===== src/design/dpc_front.sv =====
`timescale 1ns / 1ps
// ----------------------------------------------------------------------------
// dpc_front
// accepts point words and marks whether each one fits in the store
// ----------------------------------------------------------------------------
module dpc_front #(
    parameter int MAX_POINTS = 64,
    parameter int COORD_BITS = 16,
    parameter int DW         = 48
) (
    input  logic                    i_clk,
    input  logic                    i_rst_n,
    input  logic                    i_s_tvalid,
    output logic                    o_s_tready,
    input  logic [DW-1:0]           i_s_tdata,   // coord_x, coord_y, coord_z
    input  logic                    i_s_tlast,   // last_point
    output logic                    o_q_push,
    output logic [3*COORD_BITS+1:0] o_q_data,    // coords, last, store
    input  logic                    i_q_full
);

    localparam int CNTW = $clog2(MAX_POINTS + 1);

    logic [CNTW-1:0] r_cnt;
    logic            w_store;

    assign o_s_tready = !i_q_full;
    assign o_q_push   = i_s_tvalid && !i_q_full;
    assign w_store    = (r_cnt < CNTW'(MAX_POINTS));
    assign o_q_data   = {w_store, i_s_tlast, i_s_tdata[3*COORD_BITS-1:0]};

    // running fill count of the current point set
    always_ff @(posedge i_clk) begin
        if (!i_rst_n) begin
            r_cnt <= '0;
        end else if (o_q_push) begin
            if (i_s_tlast) begin
                r_cnt <= '0;
            end else if (w_store) begin
                r_cnt <= r_cnt + 1'b1;
            end
        end
    end

endmodule


===== config.mk =====
export PLATFORM = sky130hd
export DESIGN_NAME = dpc_front
export DESIGN_NICKNAME = d
export VERILOG_FILES = /design/src/design/dpc_front.sv
export SDC_FILE = /design/constraint.sdc
export NUM_CORES = 1
export LEC_CHECK = 0
export ABC_AREA = 1
export ABC_CLOCK_PERIOD_IN_PS = 1200
export BUFFER_PORTS_ARGS = -buffer_cell sky130_fd_sc_hd__buf_2
export CAP_MARGIN = 0
export CORE_MARGIN = 5
export CORE_UTILIZATION = 31
export CTS_CLUSTER_DIAMETER = 150
export DETAILED_ROUTE_END_ITERATION = 8
export PLACE_DENSITY = 0.81
export SKIP_CTS_REPAIR_TIMING = 1
export SYNTH_ARGS = -nofsm -noshare
export SYNTH_HDL_FRONTEND = slang
export SYNTH_SLANG_ARGS = --single-unit

===== constraint.sdc =====
create_clock -name i_clk -period 1.2 [get_ports i_clk]
set_input_delay 0.24 -clock i_clk [delete_from_list [all_inputs] [get_ports i_clk]]
set_output_delay 0.24 -clock i_clk [all_outputs]
set_load 0.02 [all_outputs]

== After elaboration in Yosys (flattened, before gate mapping) ==
Index checks and enable logic that the tools add are counted.
Storage, ports and cells
  flip-flop bits (word level): 7
  output and inout port bits: 52
  logic and storage cells: 9
  input port bits: 53
Operators by class
  mux-type cells: 2
  add/subtract/negate cells: 1
  order comparisons: 1
  reduce and logical (&&, ||, !) cells: 4
Operators by type and width (number)
  7-bit two-way mux: 2
  7-bit by 1-bit adder with 7-bit output, second input constant: 1
  7-bit < comparator, second input constant: 1
  2-bit AND reduction: 1
  2-bit nonzero test: 1
  1-bit logical AND: 1
  1-bit logical NOT: 1

== Depth between registers and ports, before layout ==
  word-level depth: 3
  mapped depth: 7
  depth with buffers taken out: 7

== Worst setup path after synthesis ==
Ideal clock, no wire load.
  path kind: reg-to-reg
  from: reg r_cnt[1]
  to: reg r_cnt[4]
  path slack: 202 ps
  setup time: 116 ps
  path buffers: 0
  stages on the path, launching flop included: 6
  arrival: 882 ps
  data required time: 1084 ps
  cell sequence: dfxtp_1 -> ha_1 -> inv_1 -> nor2_1 -> and3_2 -> nor2_1
On the way
  longest elaborated chain between the ends: 3
RTL lines
  start, declared: line 24  | logic [CNTW-1:0] r_cnt;
  start signal, assigned: line 40  | r_cnt <= r_cnt + 1'b1;
  7-bit by 1-bit adder with 7-bit output / 7-bit < comparator (equally long branches): line 40, 29
  7-bit two-way mux / 2-bit nonzero test (equally long branches)
  7-bit two-way mux / 2-bit AND reduction (equally long branches)
Several ways; a longest one is shown, not always the timed one. The select of a mux whose other input is x is not followed.
A chain may end at the register's enable or synchronous reset.

== Worst setup path in the final report ==
  from: reg r_cnt[6]
  to: out o_q_data[49]
On the way
  longest elaborated chain between the ends: 1
RTL lines
  7-bit < comparator: line 29  | assign w_store = (r_cnt < CNTW'(MAX_POINTS));
  end, declared: line 18  | output logic [3*COORD_BITS+1:0] o_q_data,
No other way between the ends.

==> metrics <==
status=finished, final reports clean; die area=3590 µm²; nets=127; # IOs=105; met3 Use GR=0.0540; via count of the first global-routing pass=400; Antenna diodes=0; GPL Wtd Cong=0.808; first-pass GRT wire length=1730 µm; worst hold path depth=3; Tcrit/Tclk final=0.902; # Max-Cap Violations=0; Clock Latency Late Sink=0.27 ns; Post-Syn Area=772 µm²; Synth top area share=0.486; fin util=0.215; sequential area share after synthesis=0.182; largest net degree at the start of global routing=6; dpl cells=97; layout cells sized above 1=0.333; Regs by FF count=r_cnt: 7 flops; clock share of power=0.431; Leak Pwr=0.226 nW; switching part of the total=0.276; Comb power frac=0.116; Fmax achieved=924 MHz; Syn Nets=162; PortBufs=8; drt drc=0; Rel. slew slack=0.862; die width=59.9 µm; Global Route met2 Usage=0.0802; Reg power frac=0.453; vias per inst=4.32; pwr dens=1010 nW/µm²; max reg flops=7; DP Wirelength=800 µm; maximum vdd drop=0.503 mV; Psw=145 µW; wire per inst=11.5 µm; crit path max fanout=3; final WL=1180 µm; Crit path required time=0.96 ns; count of pins over their slew limit=0; worst reg2reg path depth=7; final hold viol count=0; chip height=59.9 µm; clk sink count=7; Arr. time, crit path=0.84 ns; Global Route Usage Sum=0.0666; GRT Residual Overflow=0; Syn Area/Cell=7.15 µm²; worst hold margin=0.240 ns; cell with the most instances after synthesis=buf_4; Worst-path clk slew=0.06 ns; Initial Util=0.317; Synth Instances=108; Core Footprint=2430 µm²; CTS tree=done; Post-synth EDFFs=0; Initial DRC Count=9; FILL cells=279; Max clock buf depth=2; Setup CP Type=register to output pin; GR peak layer=met2; ys flop type=dfxtp_1; Critical Path Start Type=register; CTS H-tree lvls=1; Initial DRT Pass Iterations=4; slew of the pin with the lowest slew margin=0.206 ns; cts bufs inserted=3; #FFs+latches synth=7; top cells by count, synth=buf_4 (50), inv_1 (11), nand2_1 (11), nor2_1 (9), dfxtp_1 (7); crit path capture type=output pin; vias=441; Post-Layout Cell Count=102; row cnt=18; synth top area cells=buf_4 (49%), dfxtp_1 (18%), inv_1 (5.3%); HP Class=input pin to register; GR Layer Usage met1=0.0669; Layout area overhead=-32.4%; initial antenna violation count=0; overall power=527 µW; P_int=382 µW; min cycle time layout=1.08 ns; largest reg by FF count=r_cnt; Setup Skew=0.00897 ns; FFs w/ async S/R, synth=0; cell taking the most area after synthesis=buf_4; Final Setup Violations=0; antenna viol nets, final=0; clk root buf=clkbuf_4; Synth cell types=18; Synth Warn #=0
## worst max-delay path: stages (launching register included)
cell and delay [ns]:
dfxtp_1 0.31, inv_1 0.09, buf_2 0.17
## power by group through the flow
| stage | registers (mW) | clock network, mW | logic [mW] |
|---|---|---|---|
| 2_1_floorplan | 0.243 | 0 | 0.269 |
| 3_3_place_gp | 0.243 | 0 | 0.0554 |
| 3_5_place_dp | 0.243 | 0 | 0.0559 |
| 4_1_cts | 0.238 | 0.234 | 0.0562 |
| 5_1_grt | 0.239 | 0.256 | 0.0681 |
| 6_report | 0.239 | 0.227 | 0.0611 |
## final cells by class
class | count | area, µm² | share of cell area
multi-input combinational | 40 | 218 | 0.417
sequential | 7 | 143 | 0.273
timing repair buffer | 10 | 55.1 | 0.106
inverter | 11 | 41.3 | 0.0791
tap | 30 | 37.5 | 0.0719
clock buffer | 3 | 22.5 | 0.0432
clock inverter | 1 | 5.00 | 0.00959
## worst paths after layout
kind	from	end	slack, ns
worst min-delay path	i_rst_n	r_cnt[0]	0.24
worst min register to register	r_cnt[1]	r_cnt[1]	0.50
worst max-delay path	r_cnt[6]	o_q_data[49]	0.12
worst max register to register	r_cnt[0]	r_cnt[4]	0.12
## metal layers
layer  wire length, µm  vias to the layer above
met4                57                        0
met2               509                       17
met1               428                      200
li1                  -                      210
met5                 0                        -
met3               181                       14
## placed cells by master, fill, tap and decap left out, drive strengths merged
master	Yosys	layout
nand2	12	12
nor2	12	12
inv	11	11
buf	50	10
dfxtp	7	7
nand3	4	4
o21ai	4	4
clkbuf	0	3
a21oi	2	2
nor3b	1	1
nor3	1	1
a21boi	1	1
nand4	1	1
and3	1	1
ha	1	1
clkinv	0	1
## through the flow
stage / setup WS [ns] / setup TNS (ns) / area (µm²)
after detailed placement: 0.120 / 0 / 482
after global routing: -0.0134 / -0.0134 / 522
after floorplan: 0.202 / 0 / 772
after CTS: 0.0779 / 0 / 509
after global placement: 0.158 / 0 / 482
final: 0.117 / 0 / 522
## kinds of logic after synthesis
logic type / share of synthesized area
buffers and inverters: 0.540
AND/OR/NAND/NOR: 0.209
flip-flops: 0.182
AO/OA/AOI/OAI: 0.0535
adder cells (fa/ha/maj): 0.0162
Note: power is estimated with default switching activity, not from simulation.
