`src/design/dpc_queue.sv`:
```
`timescale 1ns / 1ps
// ----------------------------------------------------------------------------
// dpc_queue
// short first-in first-out queue between front and back
// ----------------------------------------------------------------------------
module dpc_queue #(
    parameter int WIDTH = 50
) (
    input  logic             i_clk,
    input  logic             i_rst_n,
    input  logic             i_push,
    input  logic [WIDTH-1:0] i_data,
    output logic             o_full,
    input  logic             i_pop,
    output logic             o_valid,
    output logic [WIDTH-1:0] o_data
);

    logic [WIDTH-1:0] r_slot [4];
    logic [1:0]       r_wp;
    logic [1:0]       r_rp;
    logic [2:0]       r_fill;

    assign o_full  = (r_fill == 3'd4);
    assign o_valid = (r_fill != 3'd0);
    assign o_data  = r_slot[r_rp];

    // pointers and fill level
    always_ff @(posedge i_clk) begin
        if (!i_rst_n) begin
            r_wp   <= '0;
            r_rp   <= '0;
            r_fill <= '0;
        end else begin
            if (i_push) r_wp <= r_wp + 1'b1;
            if (i_pop)  r_rp <= r_rp + 1'b1;
            r_fill <= r_fill + {2'b0, i_push} - {2'b0, i_pop};
        end
    end

    // storage
    always_ff @(posedge i_clk) begin
        if (i_push) r_slot[r_wp] <= i_data;
    end

endmodule

```
`config.mk`:
```
export PLATFORM = sky130hd
export DESIGN_NAME = dpc_queue
export DESIGN_NICKNAME = d
export VERILOG_FILES = /design/src/design/dpc_queue.sv
export SDC_FILE = /design/constraint.sdc
export NUM_CORES = 1
export LEC_CHECK = 0
export ABC_AREA = 1
export BUFFER_PORTS_ARGS = -buffer_cell sky130_fd_sc_hd__buf_2
export CORE_ASPECT_RATIO = 2
export CORE_MARGIN = 10
export CORE_UTILIZATION = 40
export CTS_BUF_LIST = sky130_fd_sc_hd__clkbuf_4 sky130_fd_sc_hd__clkbuf_8
export CTS_CLUSTER_DIAMETER = 50
export DETAILED_ROUTE_END_ITERATION = 10
export PLACE_DENSITY = 0.7
export SLEW_MARGIN = 20
export SYNTH_ARGS = -nofsm -noshare
export SYNTH_HDL_FRONTEND = slang
export SYNTH_SLANG_ARGS = --single-unit
```
`constraint.sdc`:
```
create_clock -name i_clk -period 2.2 [get_ports i_clk]
set_clock_uncertainty 0.15 [all_clocks]
set_input_delay 0.22 -clock i_clk [delete_from_list [all_inputs] [get_ports i_clk]]
set_output_delay 0.22 -clock i_clk [all_outputs]
set_load 0.02 [all_outputs]
```
== After elaboration in Yosys (flattened, before gate mapping) ==
Memory sizes are Yosys's and may differ from the RTL's. A register that Yosys moved wholly into a read port is not among the register bits.
Cells that the tools add are included.

* Logic and storage cells: 14
* Output and inout bits: 52
* RAM bits: 200
* Input bits: 54
* Bits in registers: 7
* Memories: 1

{| class="wikitable"
|+ Memories
! memory !! words !! bits a word !! read ports !! clocked after memory_dff !! wr ports !! line !! text
|-
| r_slot || 4 || 50 || 1 || 1 || 1 || 19 || <nowiki>logic [WIDTH-1:0] r_slot [4];</nowiki>
|}

* $add $sub $neg: 4
* Equality and inequality tests: 1
* Reductions and logical operators: 1
* Mux-type cells: 4

{| class="wikitable"
|+ Operators by type and width
! kind !! count
|-
| 2-bit by 1-bit adder with 2-bit output, second input constant || 2
|-
| 2-bit two-way mux || 2
|-
| 3-bit by 1-bit adder with 3-bit output || 1
|-
| 3-bit equality test, second input constant || 1
|-
| 3-bit nonzero test || 1
|-
| 3-bit by 1-bit subtractor with 3-bit output || 1
|-
| 1-bit two-way mux || 2
|}

== Depth between registers and ports, before layout ==
Gate-level depths: netlist (run 1).

* Depth after elaboration: 3
* Depth in mapped cells: 9
* Gate-level depth less buffers: 9

== Worst setup path after synthesis (run 1) ==
OpenSTA, ideal clock, no wires.

* Path kind: register to register
* Start: reg r_wp[0]
* End: mem r_slot[2][0] (enable)
* Slack: 0.080 ns
* Path buffers: 0
* Cell stages (with the launch flop): 5
* Required time: 1.646 ns
* Library setup time: 0.404 ns
* Arrival time: 1.566 ns
* Period minus slack after synthesis: 2.120 ns
* Cell sequence: dfxtp_1 > inv_1 > ha_1 > nand2_1 > inv_1

{| class="wikitable"
|+ RTL lines
! element !! line !! text
|-
| start: declaration || 20 || <nowiki>logic [1:0] r_wp;</nowiki>
|-
| start signal: assignment || 35 || <nowiki>if (i_push) r_wp <= r_wp + 1'b1;</nowiki>
|-
| end: declaration || 19 ||
|}

Straight into the memory's write port.

==> results by group, run 1 <==
Timing
  • Share of the clock period used by the worst path after layout: 95.4%
  • Clock period minus worst slack: 2.10 ns
  • Max-slew headroom: 76.3%
  • Final hold violation count: 0
  • Maximum frequency from static timing analysis: 477 MHz
  • Transition at the pin with the smallest max-transition slack: 0.356 ns
  • Setup repair after global routing missed its margin: true
  • Count of pins over their slew limit: 0
  • Final setup fails: 0

Global route
  • Remaining Overflow, GRT: 0
  • Antenna violations before repair: 6
  • First-pass GRT wire length: 26.7 mm
  • Maximum number of pins on one net before global-route repair: 81
  • GRT Overall Usage: 12.3%
  • Vias in the first global route: 5,282

Hold path
  • Hold Path Depth: 2
  • Start point of the worst hold path: i_data[0]
  • Hold path endpoint: r_slot[3][0]$_DFFE_PP_
  • Hold crit path type: primary input to register

Critical path
  • Worst reg2reg path endpoint: r_fill[2]$_SDFF_PN0_
  • Critical Path Max Stage Delay: 0.38 ns
  • R2r startpoint: r_fill[0]$_SDFF_PN0_
  • Crit-path cells: buf_12 > a21oi_1 > o21ai_1 > nand2_1 > buf_2
  • Required time of the critical path: 1.83 ns
  • Crit end category: output port
  • Maximum fanout along the worst path: 80
  • Master of the slowest instance on the critical path: dfxtp_4
  • Data arrival time of the worst path: 1.73 ns
  • Kind of start point of the critical path: register
  • FF-to-FF path depth: 9
  • Classification of the worst setup path: register to output port
  • Slack of the worst reg-to-reg path: 0.47 ns

Floorplan
  • Starting density of the core: 40.5%
  • Height of the chip: 226 um
  • Number of top-level design ports: 106
  • Std cell rows: 75
  • Core Region: 20,900 um2
  • Area of the die: 27,800 um2
  • Horizontal extent of the die: 123 um

Clock tree
  • Worst skew pair latency: 0.56 ns
  • Clock slew seen by the registers of the worst setup and hold paths: 0.07 ns
  • Number of clock sinks: 209
  • Clk Tree Root Cell: clkbuf_8
  • Largest buffer count on any clock path: 3
  • Total CTS buffers: 29
  • CTS tree: built
  • H-Tree Depth: 1

Synthesis
  • Most frequently used flop master after synthesis: edfxtp_1
  • Avg Cell Area, Syn: 13.3 um2
  • Top cells by count, synth: edfxtp_1 (200), inv_1 (116), nand2_1 (110), a21oi_1 (56), o21ai_1 (50)
  • Number of flops mapped to enable cells by yosys: 200
  • Seq cells post-synth: 209
  • Netlist cell types: 17
  • Async set-reset flop share out of synthesis: 0%
  • Cell Area, Synth: 8480 um2
  • Most common cell in the netlist: edfxtp_1
  • Part of the Yosys area used for sequential elements: 72.9%
  • Warnings from Yosys: 0
  • Area leader, netlist: edfxtp_1
  • Portion of synthesized cell area occupied by the leading cell type: 70.8%
  • Cell types with the largest area share after synthesis: edfxtp_1 (71%), inv_1 (5.1%), nand2_1 (4.9%)
  • Post-Synthesis Net Count: 700
  • Synthesized instance count: 639

Layout
  • Area growth, synth to finish: 24.5%
  • Post-route cell area: 10,600 um2
  • Layout cells sized above 1: 23.9%
  • Number of nets at the end of the flow: 871

Placed design
  • Cell area after placement: 9290 um2
  • Detail Placement HPWL: 10.3 mm
  • Last weighted congestion value of the routability-driven placer: 0.700
  • Number of buffers added on ports: 105

Outcome
  • Result of the run: complete, no violations

Detailed routing
  • Detailed-router iteration count before antenna repair: 4
  • Count of nets left with antenna violations after detail routing: 0
  • Final WL: 17.0 mm
  • DRC Markers: 0
  • Via density: 4.66
  • Count of routing violations after the opening detailed-route iteration: 273
  • Average wire per standard cell: 15.3 um
  • Detailed-route via count: 5,155

Pwr
  • Overall power of the completed layout: 9.11 mW
  • Reg power frac: 50.5%
  • Switching Share: 23.3%
  • Maximum resistive drop on vdd: 590 uV
  • Internal power: 6.99 mW
  • Clk pwr share: 37.5%
  • Leakage power: 4.15 nW
  • Switching power summed over all nets: 2.12 mW
  • Power Dens Cells: 863 nW/um2
  • Combinational fraction of design power: 12.0%

Run
  • # Max-Cap Violations: 0
[routing by layer]
metal,vias up,GRT usage [%],wire (um)
met1,2462,12.2,6120
met5,-,0,0
met3,28,2.43,816
met2,96,23.4,9580
li1,2569,-,-
met4,0,5.69,451
[timing repair]
action / CTS / global route
setup endpoints to repair: 40 / 20
gates resized for setup: 1 / 0
hold buffers: 54 / 0
buffers inserted: 1 / 1
endpoints found under the hold margin: 213 / 0
[flip-flops by register name, indices dropped and copies added, names as in the netlist, named ones only]
register and count:
r_wp 2, r_rp 2, r_fill 3, r_slot 200
[logic make-up after synthesis]
group / count (synthesis) / synth area share (%)
AO/OA/AOI/OAI: 160 / 12.5
buffers and inverters: 149 / 8.39
flip-flops: 209 / 72.9
AND/OR/NAND/NOR: 114 / 5.09
adder cells (fa/ha/maj): 7 / 1.12
[per-stage QoR]
| step | std cells | worst slack, ns | TNS (ns) | utilization, % | hold WS (ns) |
|---|---|---|---|---|---|
| floorplan | 639 | 0.0801 | 0 | - | 0.162 |
| global placement | 992 | 0.485 | 0 | 44.4 | 0.282 |
| detailed placement | 992 | 0.472 | 0 | 44.4 | 0.286 |
| CTS | 1100 | 0.00791 | 0 | 50.3 | 0.213 |
| global route | 1106 | -0.0268 | -0.120 | 50.4 | 0.240 |
| finish | 1107 | 0.102 | 0 | 50.4 | 0.255 |
[cell usage in the layout (no fill, tap or decap), drive strengths merged, types with 9 or more instances in the layout]
| master | instances |
|---|---|
| nand2 | 110 |
| inv | 117 |
| buf | 119 |
| a21oi | 56 |
| dlygate4sd3 | 54 |
| o211ai | 50 |
| dfxtp | 9 |
| o21ai | 54 |
| clkbuf | 40 |
| edfxtp | 200 |
[power by group through the flow]
| stage | clock network [mW] | logic (mW) | registers, mW |
|---|---|---|---|
| 6_report | 3.41 | 1.10 | 4.60 |
| 5_1_grt | 3.71 | 1.22 | 4.61 |
| 4_1_cts | 3.54 | 1.12 | 4.61 |
| 3_5_place_dp | 0 | 1.02 | 4.70 |
| 3_3_place_gp | 0 | 1.00 | 4.69 |
| 2_1_floorplan | 0 | 0.676 | 4.68 |
[final cells by class]
class | count | area [um2]
Inverter | 116 | 435
Timing Repair Buffer | 173 | 1310
Sequential cell | 209 | 6190
Clock buffer | 40 | 494
Multi-Input combinational cell | 281 | 1580
Fill cell | 1821 | 10400
Antenna cell | 6 | 15.0
Clock inverter | 13 | 190
Tap cell | 269 | 337
[critical path: cells and delay by family (launching register included)]
kind,cells,cell delay (ns)
DFF,1,0.38
AOI/OAI and AO/OA,2,0.24
and+or+nand+nor,1,0.06
buffers and inverters,2,0.44
[worst max-delay path by stage]
stage | endpoint | startpoint | slack (ns) | cells after the start
6_report | o_data[28] | register | 0.10 | 5
5_1_grt | o_data[38] | register | -0.03 | 5
4_1_cts | o_data[38] | register | 0.008 | 4
3_5_place_dp | r_fill[2]$_SDFF_PN0_ | r_fill[0]$_SDFF_PN0_ | 0.47 | 9
3_3_place_gp | r_fill[2]$_SDFF_PN0_ | r_fill[0]$_SDFF_PN0_ | 0.48 | 9
2_1_floorplan | r_slot[2][0]$_DFFE_PP_ | r_wp[0]$_SDFFE_PN0P_ | 0.08 | 4
No activity file was read; power rests on OpenSTA's default activity.
==> run 2: changes to the inputs <==
--- a/config.mk
+++ b/config.mk
@@ -13,7 +13,9 @@
 export CTS_BUF_LIST = sky130_fd_sc_hd__clkbuf_4 sky130_fd_sc_hd__clkbuf_8
 export CTS_CLUSTER_DIAMETER = 50
 export DETAILED_ROUTE_END_ITERATION = 10
+export HOLD_SLACK_MARGIN = 0.03
 export PLACE_DENSITY = 0.7
+export RECOVER_POWER = 25
 export SLEW_MARGIN = 20
 export SYNTH_ARGS = -nofsm -noshare
 export SYNTH_HDL_FRONTEND = slang
==> results by group, run 2 (synthesized netlist as in run 1, its figures left out) <==
Outcome
  • Result of the run: complete, no violations

Detailed routing
  • Count of nets left with antenna violations after detail routing: 0 (unchanged)
  • Count of routing violations after the opening detailed-route iteration: 281 (+2.9%)
  • Detailed-route via count: 5,155 (unchanged)
  • Average wire per standard cell: 15.3 um (about the same)
  • Final WL: 17.0 mm (about the same)
  • DRC Markers: 0 (unchanged)
  • Via density: 4.66 (unchanged)
  • Detailed-router iteration count before antenna repair: 4 (unchanged)

Floorplan
  • Horizontal extent of the die: 123 um (unchanged)
  • Std cell rows: 75 (unchanged)
  • Starting density of the core: 40.5% (unchanged)
  • Area of the die: 27,800 um2 (unchanged)
  • Height of the chip: 226 um (unchanged)
  • Number of top-level design ports: 106 (unchanged)
  • Core Region: 20,900 um2 (unchanged)

Timing
  • Setup repair after global routing missed its margin: true
  • Clock period minus worst slack: 2.11 ns (+0.00706 ns)
  • Transition at the pin with the smallest max-transition slack: 0.361 ns (+0.00505 ns)
  • Share of the clock period used by the worst path after layout: 95.7% (+0.32 points)
  • Count of pins over their slew limit: 0 (unchanged)
  • Maximum frequency from static timing analysis: 475 MHz (-0.34%)
  • Max-slew headroom: 76.0% (-0.34 points)
  • Final setup fails: 0 (unchanged)
  • Final hold violation count: 0 (unchanged)

Critical path
  • FF-to-FF path depth: 9 (unchanged)
  • Classification of the worst setup path: register to output port
  • Required time of the critical path: 1.83 ns (about the same)
  • Maximum fanout along the worst path: 80 (unchanged)
  • Slack of the worst reg-to-reg path: 0.47 ns (about the same)
  • R2r startpoint: r_fill[0]$_SDFF_PN0_
  • Worst reg2reg path endpoint: r_fill[2]$_SDFF_PN0_
  • Kind of start point of the critical path: register
  • Data arrival time of the worst path: 1.74 ns (about the same)
  • Crit end category: output port

Layout
  • End-of-flow core utilization: 50.3% (-0.18 points)
  • Final Non-Filler Cells: 1,107 (unchanged)
  • Registers with the highest flip-flop counts: r_slot x200, r_fill x3
  • Area growth, synth to finish: 24.0%
  • Flip-flop count of the largest register after layout: 200 (unchanged)
  • Commonest non-fill, non-tap cells in the layout: edfxtp_1 (200), inv_1 (112), nand2_1 (110)
  • Layout cells sized above 1: 20.3% (-3.6 points)
  • Fill cell count: 1,832 (+0.60%)
  • Leading cell type in the layout, fill and taps excluded: edfxtp_1
  • Number of nets at the end of the flow: 871 (unchanged)
  • Largest Register: r_slot

Clock tree
  • Clk Tree Root Cell: clkbuf_8
  • Worst skew pair latency: 0.56 ns (about the same)
  • Clock slew seen by the registers of the worst setup and hold paths: 0.06 ns (about the same)
  • CTS tree: built
  • Total CTS buffers: 29 (unchanged)
  • Number of clock sinks: 209 (unchanged)
  • Largest buffer count on any clock path: 3 (unchanged)
  • H-Tree Depth: 1 (unchanged)

Global route
  • First-pass GRT wire length: 26.7 mm (unchanged)
  • Vias in the first global route: 5,282 (unchanged)
  • Maximum number of pins on one net before global-route repair: 81 (unchanged)
  • GRT Overall Usage: 12.3% (unchanged)
  • Remaining Overflow, GRT: 0 (unchanged)
  • Antenna violations before repair: 6 (unchanged)

Pwr
  • Overall power of the completed layout: 9.11 mW (about the same)
  • Maximum resistive drop on vdd: 590 uV (about the same)
  • Leakage power: 4.07 nW (-2.0%)
  • Power Dens Cells: 866 nW/um2 (+0.31%)

Hold path
  • Hold path endpoint: r_slot[0][29]$_DFFE_PP_
  • Hold Path Depth: 2 (unchanged)
  • Start point of the worst hold path: i_data[29]
  • Hold crit path type: primary input to register

Run
  • # Max-Cap Violations: 0 (unchanged)

Placed design
  • Number of buffers added on ports: 105 (unchanged)
  • Detail Placement HPWL: 10.3 mm (unchanged)
  • Number of placed instances, taps included: 992 (unchanged)
  • Last weighted congestion value of the routability-driven placer: 0.700 (unchanged)
==> run 2: cell count changes in the layout (fill, tap and decap cells not counted), sizes merged <==
cell,before,now
buf,119,89
clkbuf,40,70
==> run 2: worst max path at each step <==
stage | from | endpoint | cells past startpoint
after floorplan | r_wp[0]$_SDFFE_PN0P_ | r_slot[2][0]$_DFFE_PP_ | 4
after global placement | r_fill[0]$_SDFF_PN0_ | r_fill[2]$_SDFF_PN0_ | 9
after detailed placement | r_fill[0]$_SDFF_PN0_ | r_fill[2]$_SDFF_PN0_ | 9
after CTS | register | o_data[38] | 4
after global routing | register | o_data[38] | 5
final | register | o_data[28] | 5
==> run 2: layout make-up <==
class                           instances  area, um2  share of cell area, %
Inverter                              116        435                   4.14
Antenna cell                            6       15.0                  0.143
Multi-Input combinational cell        281       1580                   15.0
Sequential cell                       209       6190                   58.9
Clock buffer                           40        494                   4.70
Timing Repair Buffer                  173       1270                   12.1
Tap cell                              269        337                   3.20
Clock inverter                         13        190                   1.81
==> run 2: layer usage <==
metal	part of all wire [%]	vias up	global-route usage, %
met5	0	-	0
met3	4.9	28	2.43
li1	-	2567	-
met1	36	2457	12.2
met4	2.7	0	5.69
met2	56	103	23.4
==> run 2: what timing repair did <==
action | CTS | global route
buffers inserted | 1 | 1
hold endpoints to repair | 217 | 0
resized for setup | 1 | 0
hold buffers | 54 | 0
pin swaps | 0 | 0
endpoints found under the setup margin | 40 | 20
==> run 2: power by group <==
group	switching [mW]	internal [mW]
Clock	1.37	2.05
Sequential	0.0541	4.55
Combinational	0.703	0.387
==> run 2: stage by stage <==
| step | instance area (um2) | TNS [ns] | hold slack, ns | setup slack, ns |
|---|---|---|---|---|
| finish | 10500 | 0 | 0.280 | 0.0949 |
| global route | 10500 | -0.120 | 0.280 | -0.0268 |
| CTS | 10500 | 0 | 0.213 | 0.00791 |
| detailed placement | 9290 | 0 | 0.286 | 0.472 |
| global placement | 9290 | 0 | 0.282 | 0.485 |
| floorplan | 8480 | 0 | 0.162 | 0.0801 |
==> run 2: worst max-delay path, cell delays in order, from the launching register on <==
cell and delay (ns):
dfxtp_4 0.38, buf_12 0.28, a21oi_1 0.13, o21ai_1 0.11, nand2_1 0.06, buf_2 0.16
